`config.mk`:
```
export PLATFORM = sky130hd
export DESIGN_NAME = gabriel_graph_builder
export DESIGN_NICKNAME = d
export VERILOG_FILES = /design/src/design/ggb_pkg.sv /design/src/design/gabriel_graph_builder.sv
export SDC_FILE = /design/constraint.sdc
export NUM_CORES = 2
export LEC_CHECK = 0
export BUFFER_PORTS_ARGS = -buffer_cell sky130_fd_sc_hd__buf_4
export CORE_UTILIZATION = 40
export CTS_CLUSTER_SIZE = 24
export DETAILED_ROUTE_END_ITERATION = 8
export MAX_ROUTING_LAYER = met4
export PLACE_DENSITY_LB_ADDON = 0.2
export SYNTH_ARGS = -nofsm -noshare
export SYNTH_HDL_FRONTEND = slang
export SYNTH_SLANG_ARGS = --single-unit
```
`constraint.sdc`:
```
create_clock -name clk -period 27.3 [get_ports clk]
set_clock_uncertainty 0.05 [all_clocks]
set_input_delay 2.73 -clock clk [delete_from_list [all_inputs] [get_ports clk]]
set_output_delay 2.73 -clock clk [all_outputs]
set_load 0.1 [all_outputs]
```
`src/design/ggb_pkg.sv`:
```
// ----------------------------------------------------------------------------
// ggb_pkg
// shared types and default sizes for the gabriel graph builder
// ----------------------------------------------------------------------------
package ggb_pkg;

	localparam int MAX_NODES_DEF  = 64;
	localparam int COORD_BITS_DEF = 16;

	typedef enum logic [3:0] {
		ST_LOAD,
		ST_FETCH_I,
		ST_LATCH_I,
		ST_FETCH_J,
		ST_LATCH_J,
		ST_E_MUL,
		ST_E_SUM,
		ST_SCAN,
		ST_DRAIN1,
		ST_DRAIN2,
		ST_PAIR,
		ST_ROW_END
	} ggb_state_t;

endpackage

```
`src/design/gabriel_graph_builder.sv`:
```
// ----------------------------------------------------------------------------
// gabriel_graph_builder
// Points are loaded one request per cycle into a point memory until a
// request flagged last_point arrives. The block then stalls its input and
// builds the neighbour row of each node in load order. In Gabriel mode a
// pair (i, j) is handled by forming the squared diameter first, then
// every stored point is streamed from the single read port of the point
// memory through one shared squaring unit, one containment test per cycle.
// In complete mode every other stored node is marked without a scan.
// Each row leaves through an output register, so the next row is already
// being built while the previous one waits downstream. Points offered
// beyond MAX_NODES are dropped and flagged on every row of that set.
// ----------------------------------------------------------------------------
module gabriel_graph_builder #(
	parameter int MAX_NODES  = ggb_pkg::MAX_NODES_DEF,
	parameter int COORD_BITS = ggb_pkg::COORD_BITS_DEF
) (
	input  logic                         clk,
	input  logic                         arst_n,
	input  logic                         cfg_valid,
	output logic                         cfg_ready,
	input  logic                         graph_mode,
	input  logic                         in_valid,
	output logic                         in_stall,
	input  logic [COORD_BITS-1:0]        x_coord,
	input  logic [COORD_BITS-1:0]        y_coord,
	input  logic                         last_point,
	output logic                         out_valid,
	input  logic                         out_stall,
	output logic [$clog2(MAX_NODES)-1:0] node_index,
	output logic [MAX_NODES-1:0]         neighbor_mask,
	output logic                         row_last,
	output logic                         overflow
);

	localparam int IDX_W = $clog2(MAX_NODES);
	localparam int CNT_W = $clog2(MAX_NODES + 1);
	localparam int DW    = COORD_BITS + 3;
	localparam int MW    = COORD_BITS + 2;
	localparam int SW    = 2 * MW;
	localparam int AW    = SW + 1;

	ggb_pkg::ggb_state_t state_q, state_d;

	logic [2*COORD_BITS-1:0] pt_mem [MAX_NODES];
	logic [2*COORD_BITS-1:0] rd_q;
	logic [IDX_W-1:0]        rd_addr;

	logic [COORD_BITS-1:0] xi_q, yi_q, xj_q, yj_q;
	logic [COORD_BITS-1:0] rd_x, rd_y;

	logic [CNT_W-1:0] cnt_q;
	logic [IDX_W-1:0] i_q, j_q, l_q;
	logic             overflow_q;
	logic             mode_q;

	logic             in_acc;
	logic             mem_we;
	logic             i_last, j_last, l_last;
	logic             skip_pair;
	logic             mul_e;
	logic             out_free;

	logic [DW-1:0]    dx, dy, ex, ey;
	logic [MW-1:0]    op_a, op_b;
	logic [SW-1:0]    sq_a_s2, sq_b_s2;
	logic [AW-1:0]    sq_sum;
	logic [AW-1:0]    e_sum_q;
	logic             v_s1, v_s2;
	logic             blocked_q;
	logic [MAX_NODES-1:0] mask_q;

	logic             out_valid_q;
	logic [IDX_W-1:0] node_index_q;
	logic [MAX_NODES-1:0] neighbor_mask_q;
	logic             row_last_q;
	logic             overflow_out_q;

	function automatic logic [MW-1:0] mag(input logic [DW-1:0] v);
		logic [DW-1:0] a;
		a = v[DW-1] ? (~v + DW'(1)) : v;
		return a[MW-1:0];
	endfunction

	assign in_acc   = in_valid && !in_stall;
	assign out_free = !out_valid_q || !out_stall;
	assign i_last   = (CNT_W'(i_q) + CNT_W'(1)) == cnt_q;
	assign j_last   = (CNT_W'(j_q) + CNT_W'(1)) == cnt_q;
	assign l_last   = (CNT_W'(l_q) + CNT_W'(1)) == cnt_q;
	assign mem_we   = in_acc && (cnt_q < CNT_W'(MAX_NODES));

	assign rd_x = rd_q[COORD_BITS-1:0];
	assign rd_y = rd_q[2*COORD_BITS-1:COORD_BITS];

	// next state
	always_comb begin
		state_d = state_q;
		unique case (state_q)
			ggb_pkg::ST_LOAD: begin
				if (in_acc && last_point) state_d = ggb_pkg::ST_FETCH_I;
			end
			ggb_pkg::ST_FETCH_I: state_d = ggb_pkg::ST_LATCH_I;
			ggb_pkg::ST_LATCH_I: state_d = ggb_pkg::ST_FETCH_J;
			ggb_pkg::ST_FETCH_J: begin
				if (skip_pair) begin
					state_d = j_last ? ggb_pkg::ST_ROW_END : ggb_pkg::ST_FETCH_J;
				end else begin
					state_d = ggb_pkg::ST_LATCH_J;
				end
			end
			ggb_pkg::ST_LATCH_J: state_d = ggb_pkg::ST_E_MUL;
			ggb_pkg::ST_E_MUL:   state_d = ggb_pkg::ST_E_SUM;
			ggb_pkg::ST_E_SUM:   state_d = ggb_pkg::ST_SCAN;
			ggb_pkg::ST_SCAN: begin
				if (l_last) state_d = ggb_pkg::ST_DRAIN1;
			end
			ggb_pkg::ST_DRAIN1: state_d = ggb_pkg::ST_DRAIN2;
			ggb_pkg::ST_DRAIN2: state_d = ggb_pkg::ST_PAIR;
			ggb_pkg::ST_PAIR: begin
				state_d = j_last ? ggb_pkg::ST_ROW_END : ggb_pkg::ST_FETCH_J;
			end
			ggb_pkg::ST_ROW_END: begin
				if (out_free) state_d = i_last ? ggb_pkg::ST_LOAD : ggb_pkg::ST_FETCH_I;
			end
			default: state_d = ggb_pkg::ST_LOAD;
		endcase
	end

	// control outputs
	always_comb begin
		in_stall  = (state_q != ggb_pkg::ST_LOAD);
		cfg_ready = 1'b1;
		mul_e     = (state_q == ggb_pkg::ST_E_MUL);
		skip_pair = (j_q == i_q) || mode_q;
		unique case (state_q)
			ggb_pkg::ST_FETCH_I: rd_addr = i_q;
			ggb_pkg::ST_FETCH_J: rd_addr = j_q;
			default:             rd_addr = l_q;
		endcase
	end

	// shared squaring unit
	assign dx = DW'(xi_q) + DW'(xj_q) - (DW'(rd_x) << 1);
	assign dy = DW'(yi_q) + DW'(yj_q) - (DW'(rd_y) << 1);
	assign ex = DW'(xi_q) - DW'(xj_q);
	assign ey = DW'(yi_q) - DW'(yj_q);
	assign op_a = mul_e ? mag(ex) : mag(dx);
	assign op_b = mul_e ? mag(ey) : mag(dy);
	assign sq_sum = AW'(sq_a_s2) + AW'(sq_b_s2);

	// point memory
	always_ff @(posedge clk) begin
		if (mem_we) pt_mem[cnt_q[IDX_W-1:0]] <= {y_coord, x_coord};
		rd_q <= pt_mem[rd_addr];
	end

	// control state
	always_ff @(posedge clk or negedge arst_n) begin
		if (!arst_n) begin
			state_q     <= ggb_pkg::ST_LOAD;
			cnt_q       <= '0;
			overflow_q  <= 1'b0;
			mode_q      <= 1'b0;
			i_q         <= '0;
			j_q         <= '0;
			l_q         <= '0;
			v_s1        <= 1'b0;
			v_s2        <= 1'b0;
			out_valid_q <= 1'b0;
		end else begin
			state_q <= state_d;
			v_s1    <= (state_q == ggb_pkg::ST_SCAN) && (l_q != i_q) && (l_q != j_q);
			v_s2    <= v_s1;
			if (cfg_valid && cfg_ready) mode_q <= graph_mode;
			if ((state_q == ggb_pkg::ST_ROW_END) && out_free) out_valid_q <= 1'b1;
			else if (!out_stall) out_valid_q <= 1'b0;
			unique case (state_q)
				ggb_pkg::ST_LOAD: begin
					if (in_acc) begin
						if (mem_we) cnt_q <= cnt_q + CNT_W'(1);
						else        overflow_q <= 1'b1;
					end
					i_q <= '0;
				end
				ggb_pkg::ST_LATCH_I: j_q <= '0;
				ggb_pkg::ST_FETCH_J: begin
					if (skip_pair && !j_last) j_q <= j_q + IDX_W'(1);
				end
				ggb_pkg::ST_E_SUM: l_q <= '0;
				ggb_pkg::ST_SCAN: begin
					if (!l_last) l_q <= l_q + IDX_W'(1);
				end
				ggb_pkg::ST_PAIR: begin
					if (!j_last) j_q <= j_q + IDX_W'(1);
				end
				ggb_pkg::ST_ROW_END: begin
					if (out_free) begin
						if (i_last) begin
							cnt_q      <= '0;
							overflow_q <= 1'b0;
						end else begin
							i_q <= i_q + IDX_W'(1);
						end
					end
				end
				default: begin
				end
			endcase
		end
	end

	// datapath
	always_ff @(posedge clk) begin
		sq_a_s2 <= SW'(op_a) * SW'(op_a);
		sq_b_s2 <= SW'(op_b) * SW'(op_b);
		if (v_s2 && (sq_sum < e_sum_q)) blocked_q <= 1'b1;
		unique case (state_q)
			ggb_pkg::ST_FETCH_I: mask_q <= '0;
			ggb_pkg::ST_LATCH_I: begin
				xi_q <= rd_x;
				yi_q <= rd_y;
			end
			ggb_pkg::ST_FETCH_J: begin
				if (mode_q && (j_q != i_q)) mask_q[j_q] <= 1'b1;
			end
			ggb_pkg::ST_LATCH_J: begin
				xj_q <= rd_x;
				yj_q <= rd_y;
			end
			ggb_pkg::ST_E_SUM: begin
				e_sum_q   <= sq_sum;
				blocked_q <= 1'b0;
			end
			ggb_pkg::ST_PAIR: begin
				if (!blocked_q) mask_q[j_q] <= 1'b1;
			end
			ggb_pkg::ST_ROW_END: begin
				if (out_free) begin
					node_index_q    <= i_q;
					neighbor_mask_q <= mask_q;
					row_last_q      <= i_last;
					overflow_out_q  <= overflow_q;
				end
			end
			default: begin
			end
		endcase
	end

	assign out_valid     = out_valid_q;
	assign node_index    = node_index_q;
	assign neighbor_mask = neighbor_mask_q;
	assign row_last      = row_last_q;
	assign overflow      = overflow_out_q;

endmodule

```
Word-level counts from Yosys, hierarchy flattened. Memories as Yosys holds them, arrays and structs flattened. A register that Yosys moved wholly into a read port is not among the register bits. Index checks and enable logic that the tools add are counted.

Add/sub/neg operators: 18. Multipliers: 2. Div/mod/pow operators: 0. $lt $le $gt $ge: 4. Eq/ne operators: 32. Shift-type cells: 0. Muxes and demuxes: 41. Bitwise gates (word level): 5. Reduce and logical (&&, ||, !) cells: 30.

Operator list (number): $pmux W64 S3 (1); $mux W64 (2); $mux W18 (6); $add A18 B1 Y18 const B (4); $mul A18 B18 Y36 (2); $not A18 Y18 (4); $or A64 B64 Y64 (1); $pmux W4 S12 (1); $add A36 B36 Y37 (1); $lt A37 B37 Y1 (1); $pmux W6 S2 (3); $sub A17 B17 Y18 (2); $add A16 B16 Y17 (2); $sub A16 B16 Y17 (2); $mux W6 (5); $mux W7 (4); $ne A2 B2 Y1 const B (13); $add A6 B1 Y7 const B (3); $eq A7 B7 Y1 (3); $mux W4 (5); $add A6 B1 Y6 const B (3); $ne A6 B6 Y1 (3); $pmux W6 S3 (1); $eq A4 B3 Y1 const B (4); 23 further kinds (56).

Register bits after elaboration: 344. Latch bits: 0. RAM bits: 2048. Memory bits (read-only): 0. Input port bits: 39. Logic and storage cells: 156. Memories: 1.

Memories: pt_mem (depth 64, bits a word 32, read ports 1, clocked after memory_dff 1, write ports 1, line gabriel_graph_builder.sv:45) `logic [2*COORD_BITS-1:0] pt_mem [MAX_NODES];`.

Depth between registers and ports, before layout.
Depth after elaboration: 7. Gate-level depth with buffers: 43.

Least setup slack after synthesis. OpenSTA, ideal clock, no wires.

Path type: register to register. From: reg yi_q[2]. To: reg sq_b_s2[35]. Setup time: 0.120 ns. Arrival time: 9.008 ns. Required time: 27.130 ns. Slack: 18.122 ns. Cell stages (with the launch flop): 37. Buffers on the path: 1. Path through: edfxtp_1 inv_1 fa_1 inv_1 ha_1 nor2b_4 o2111a_1 or4_4 a2111oi_4 o21ai_1 nor3_2 a21oi_1 xnor2_1 mux2i_2 buf_2 nand2_1 fa_1 fa_1 inv_1 fa_1 inv_1 fa_1 fa_1 fa_1 inv_1 ha_1 a21oi_1 o21ai_0 a21o_1 a21o_1 a31o_2 o31ai_2 o21a_1 o31ai_1 a221oi_1 o21bai_1 xnor2_1.

Word-level cells in the longest chain between the ends: 7.

Ends and longest elaborated chain: start: declaration (line gabriel_graph_builder.sv:49) `logic [COORD_BITS-1:0] xi_q, yi_q, xj_q, yj_q;`; start signal: assignment (line gabriel_graph_builder.sv:221) `yi_q <= rd_y;`; $add A16 B16 Y17 (line gabriel_graph_builder.sv:144) `assign dy = DW'(yi_q) + DW'(yj_q) - (DW'(rd_y) << 1);`; $sub A17 B17 Y18 (line gabriel_graph_builder.sv:144); $not A18 Y18 (line gabriel_graph_builder.sv:81) `a = v[DW-1] ? (~v + DW'(1)) : v;`; $add A18 B1 Y18 (line gabriel_graph_builder.sv:81); $mux W18 (line gabriel_graph_builder.sv:81); $mux W18 (*) (line gabriel_graph_builder.sv:148) `assign op_b = mul_e ? mag(ey) : mag(dy);`; $mul A18 B18 Y36 (*) (line gabriel_graph_builder.sv:215) `sq_b_s2 <= SW'(op_b) * SW'(op_b);`; end signal: assignment (line gabriel_graph_builder.sv:215); end: declaration (line gabriel_graph_builder.sv:66) `logic [SW-1:0] sq_a_s2, sq_b_s2;`.

Every way passes the cells marked *; elsewhere a longest branch is shown, timed or not. A chain may end at the register's enable or synchronous reset.

Worst setup path in the final report.
From: reg yi_q[10]. To: reg sq_b_s2[35].

Same word-level chain as after synthesis.

==> results.sh <==
export IMPL_slew_viol_final=0
export IMPL_slowest_stage="a211oi_1"
export IMPL_htree_levels=4
export IMPL_antenna_found_initial=7
export IMPL_slowest_delay_ns=0.63
export IMPL_std_cell_rows=198
export IMPL_rsz0062_at_grt="false"
export IMPL_r2r_end="sq_b_s2[35]"
export IMPL_track_usage_pct=20.3
export IMPL_yosysWarnings=0
export IMPL_routed_via_density=5.41
export IMPL_gp_congestion=0.849
export IMPL_min_period_ns=10.35
export IMPL_postCtsSetupBuffers=0
export IMPL_first_global_vias=66200
export IMPL_setup_viol=0
export IMPL_cp_start_kind="register"
export IMPL_crit_fanout=13
export IMPL_fmax_mhz=96.6
export IMPL_r2r_cells=38
export IMPL_dr_pass1_iters=7
export IMPL_wl_per_cell_um=24.7
export IMPL_whs_path_depth=0
export IMPL_synth_cells=7490
export IMPL_hp_class="register to register"
export IMPL_die_h_um=544
export IMPL_fin_crit_sh_pct=37.9
export IMPL_drive_gt1_share_pct=16.3
export IMPL_maxSlewHeadroom_pct=9.62
export IMPL_grt_max_degree=111
export IMPL_timing_rr_start="yi_q[10]"
export IMPL_ys_seq_area_share_pct=60.9
export IMPL_drt_total_wl_um=291000
export IMPL_drc=0
export IMPL_async_flop_share_pct=1.40
export IMPL_cts_buffer_depth=4
export IMPL_die_width_um=544
export IMPL_synth_ff_type="edfxtp_1"
export IMPL_final_common_cell="edfxtp_1"
export IMPL_vias=63800
export IMPL_yosys_area_top_type="edfxtp_1"
export IMPL_fin_tns_setup_ns=0
export IMPL_nets=8567
export IMPL_initial_core_util_pct=40.3
export IMPL_clk_latency_ns=0.92
export IMPL_coreArea_um2=291000
export IMPL_worstPathArrival_ns=11.00
export IMPL_area_growth_pct=11.9
export IMPL_ant_nets=0
export IMPL_synth_cell_type_count=98
export IMPL_grt_pass1_wl_um=434000
export IMPL_die_area_um2=296000
export IMPL_ys_top_cells_by_area="edfxtp_1, mux4_2, fa_1, ha_1, inv_1"
export IMPL_ys_seq_elements=2422
export IMPL_fillers=25600
export IMPL_synth_edff_count=2285
export IMPL_critical_path_endpoint="sq_b_s2[35]"
export IMPL_synthesis_area_um2=117000
export IMPL_cp_required_ns=27.95
export IMPL_outcome="complete, no violations"
export IMPL_clkTransAtPathRegs_ns=0.06
export IMPL_path_common_cell="inv_1"
export IMPL_clock_sinks=2422
export IMPL_dp_hpwl_um=182000
export IMPL_max_cap_violations=0
export IMPL_cts_hold_buf=0
export IMPL_layout_common_cells="edfxtp_1, inv_1, mux4_2"
export IMPL_reg2reg_slack_ns=16.95
export IMPL_dr_first_iter_drc_count=5167
export IMPL_cts_resized=0
export IMPL_ios=114
export IMPL_worst_slew_pin_slew_ns=1.35
export IMPL_criticalPathCategory="register to register"
export IMPL_end_kind="register"
export IMPL_cts_tree="done"
export IMPL_cp_startpoint="yi_q[10]"
export IMPL_synth_top_area_share_pct=58.5
export IMPL_cts_buffers=245
export IMPL_port_buffer_count=112
export IMPL_grt_overflow=0
export IMPL_hold_viol=0
export IMPL_avgSynthCellArea_um2=15.7
export IMPL_root_buffer="clkbuf_16"
-- synthesized netlist by cell type, drive strengths merged, types with 83 or more instances --
library cell  number
mux2i            157
xnor2            148
fa               466
ha               371
nor2             407
a21oi            340
mux4             512
a211oi           233
nor2b            163
edfxtp          2285
buf              143
clkbuf           186
inv              804
dfxtp            103
xor2              83
nand2            285
o21ai            131
-- registers in the layout (all words and copies together), names as in the netlist, 4 cells and up --
| name | cells |
|---|---|
| pt_mem | 2048 |
| mask_q | 64 |
| neighbor_mask | 64 |
| e_sum_q | 37 |
| sq_a_s2 | 35 |
| sq_b_s2 | 35 |
| rd_q | 32 |
| xi_q | 16 |
| xj_q | 16 |
| yi_q | 16 |
| yj_q | 16 |
| cnt_q | 7 |
| i_q | 6 |
| j_q | 6 |
| l_q | 6 |
| node_index | 6 |
| state_q | 4 |
-- layer usage --
metal	up-vias	part of all wire (%)	GRT usage, %
met5	-	0	-
met4	0	1.8	4.02
met3	339	5.2	2.51
met2	1675	49	33.2
met1	33500	44	27.5
li1	28300	-	-
-- critical path: cells and delay by family, from the launching register on --
family                     cells  cell delay [ns]
DFF                            1             0.35
AOI/OAI and AO/OA             17             4.20
buffers and inverters          8             0.74
adders and majority gates      9             4.16
xor gates and xnor gates       2             0.32
and+or+nand+nor                2             0.34
-- kinds of logic after synthesis --
kind of cell | count (synthesis) | synth area share [%]
xor+xnor | 231 | 1.73
simple gates | 1200 | 4.95
compound gates | 990 | 5.51
flops | 2422 | 60.9
buf+inv | 1134 | 3.75
other cells | 2 | 0.00640
mux | 674 | 11.2
fa+ha+maj | 837 | 11.9
-- per-stage QoR --
stage / hold slack [ns] / cell area, um^2 / setup slack [ns] / utilization (%) / std cells
floorplan: 0.281 / 117000 / 18.12 / - / 7513
global placement: 0.298 / 124000 / 17.17 / 42.4 / 11300
detailed placement: 0.287 / 124000 / 16.95 / 42.4 / 11300
CTS: 0.300 / 131000 / 16.90 / 45.1 / 11800
global route: 0.309 / 131000 / 16.23 / 45.1 / 11800
finish: 0.300 / 131000 / 16.95 / 45.1 / 11800
-- worst min-delay path by stage --
stage	slack [ns]	endpoint	start
2_1_floorplan	0.28	v_s2	v_s1
3_3_place_gp	0.30	v_s2	v_s1
3_5_place_dp	0.29	v_s2	v_s1
4_1_cts	0.30	v_s2	v_s1
5_1_grt	0.31	v_s2	v_s1
6_report	0.30	v_s2	v_s1
-- layout make-up --
cell class / instances / area [um^2] / share of cell area (%)
Inverter: 805 / 3020 / 2.30
Multi-Input combinational cell: 3957 / 42100 / 32.1
Clock inverter: 149 / 1300 / 0.992
Antenna cell: 6 / 15.0 / 0.0114
Sequential cell: 2422 / 71500 / 54.4
Clock buffer: 301 / 6470 / 4.93
Tap cell: 3900 / 4880 / 3.71
Timing Repair Buffer: 260 / 2040 / 1.55
Power is not shown: default switching activity piles up to over one toggle a cycle in this logic, so the estimate is an artifact.
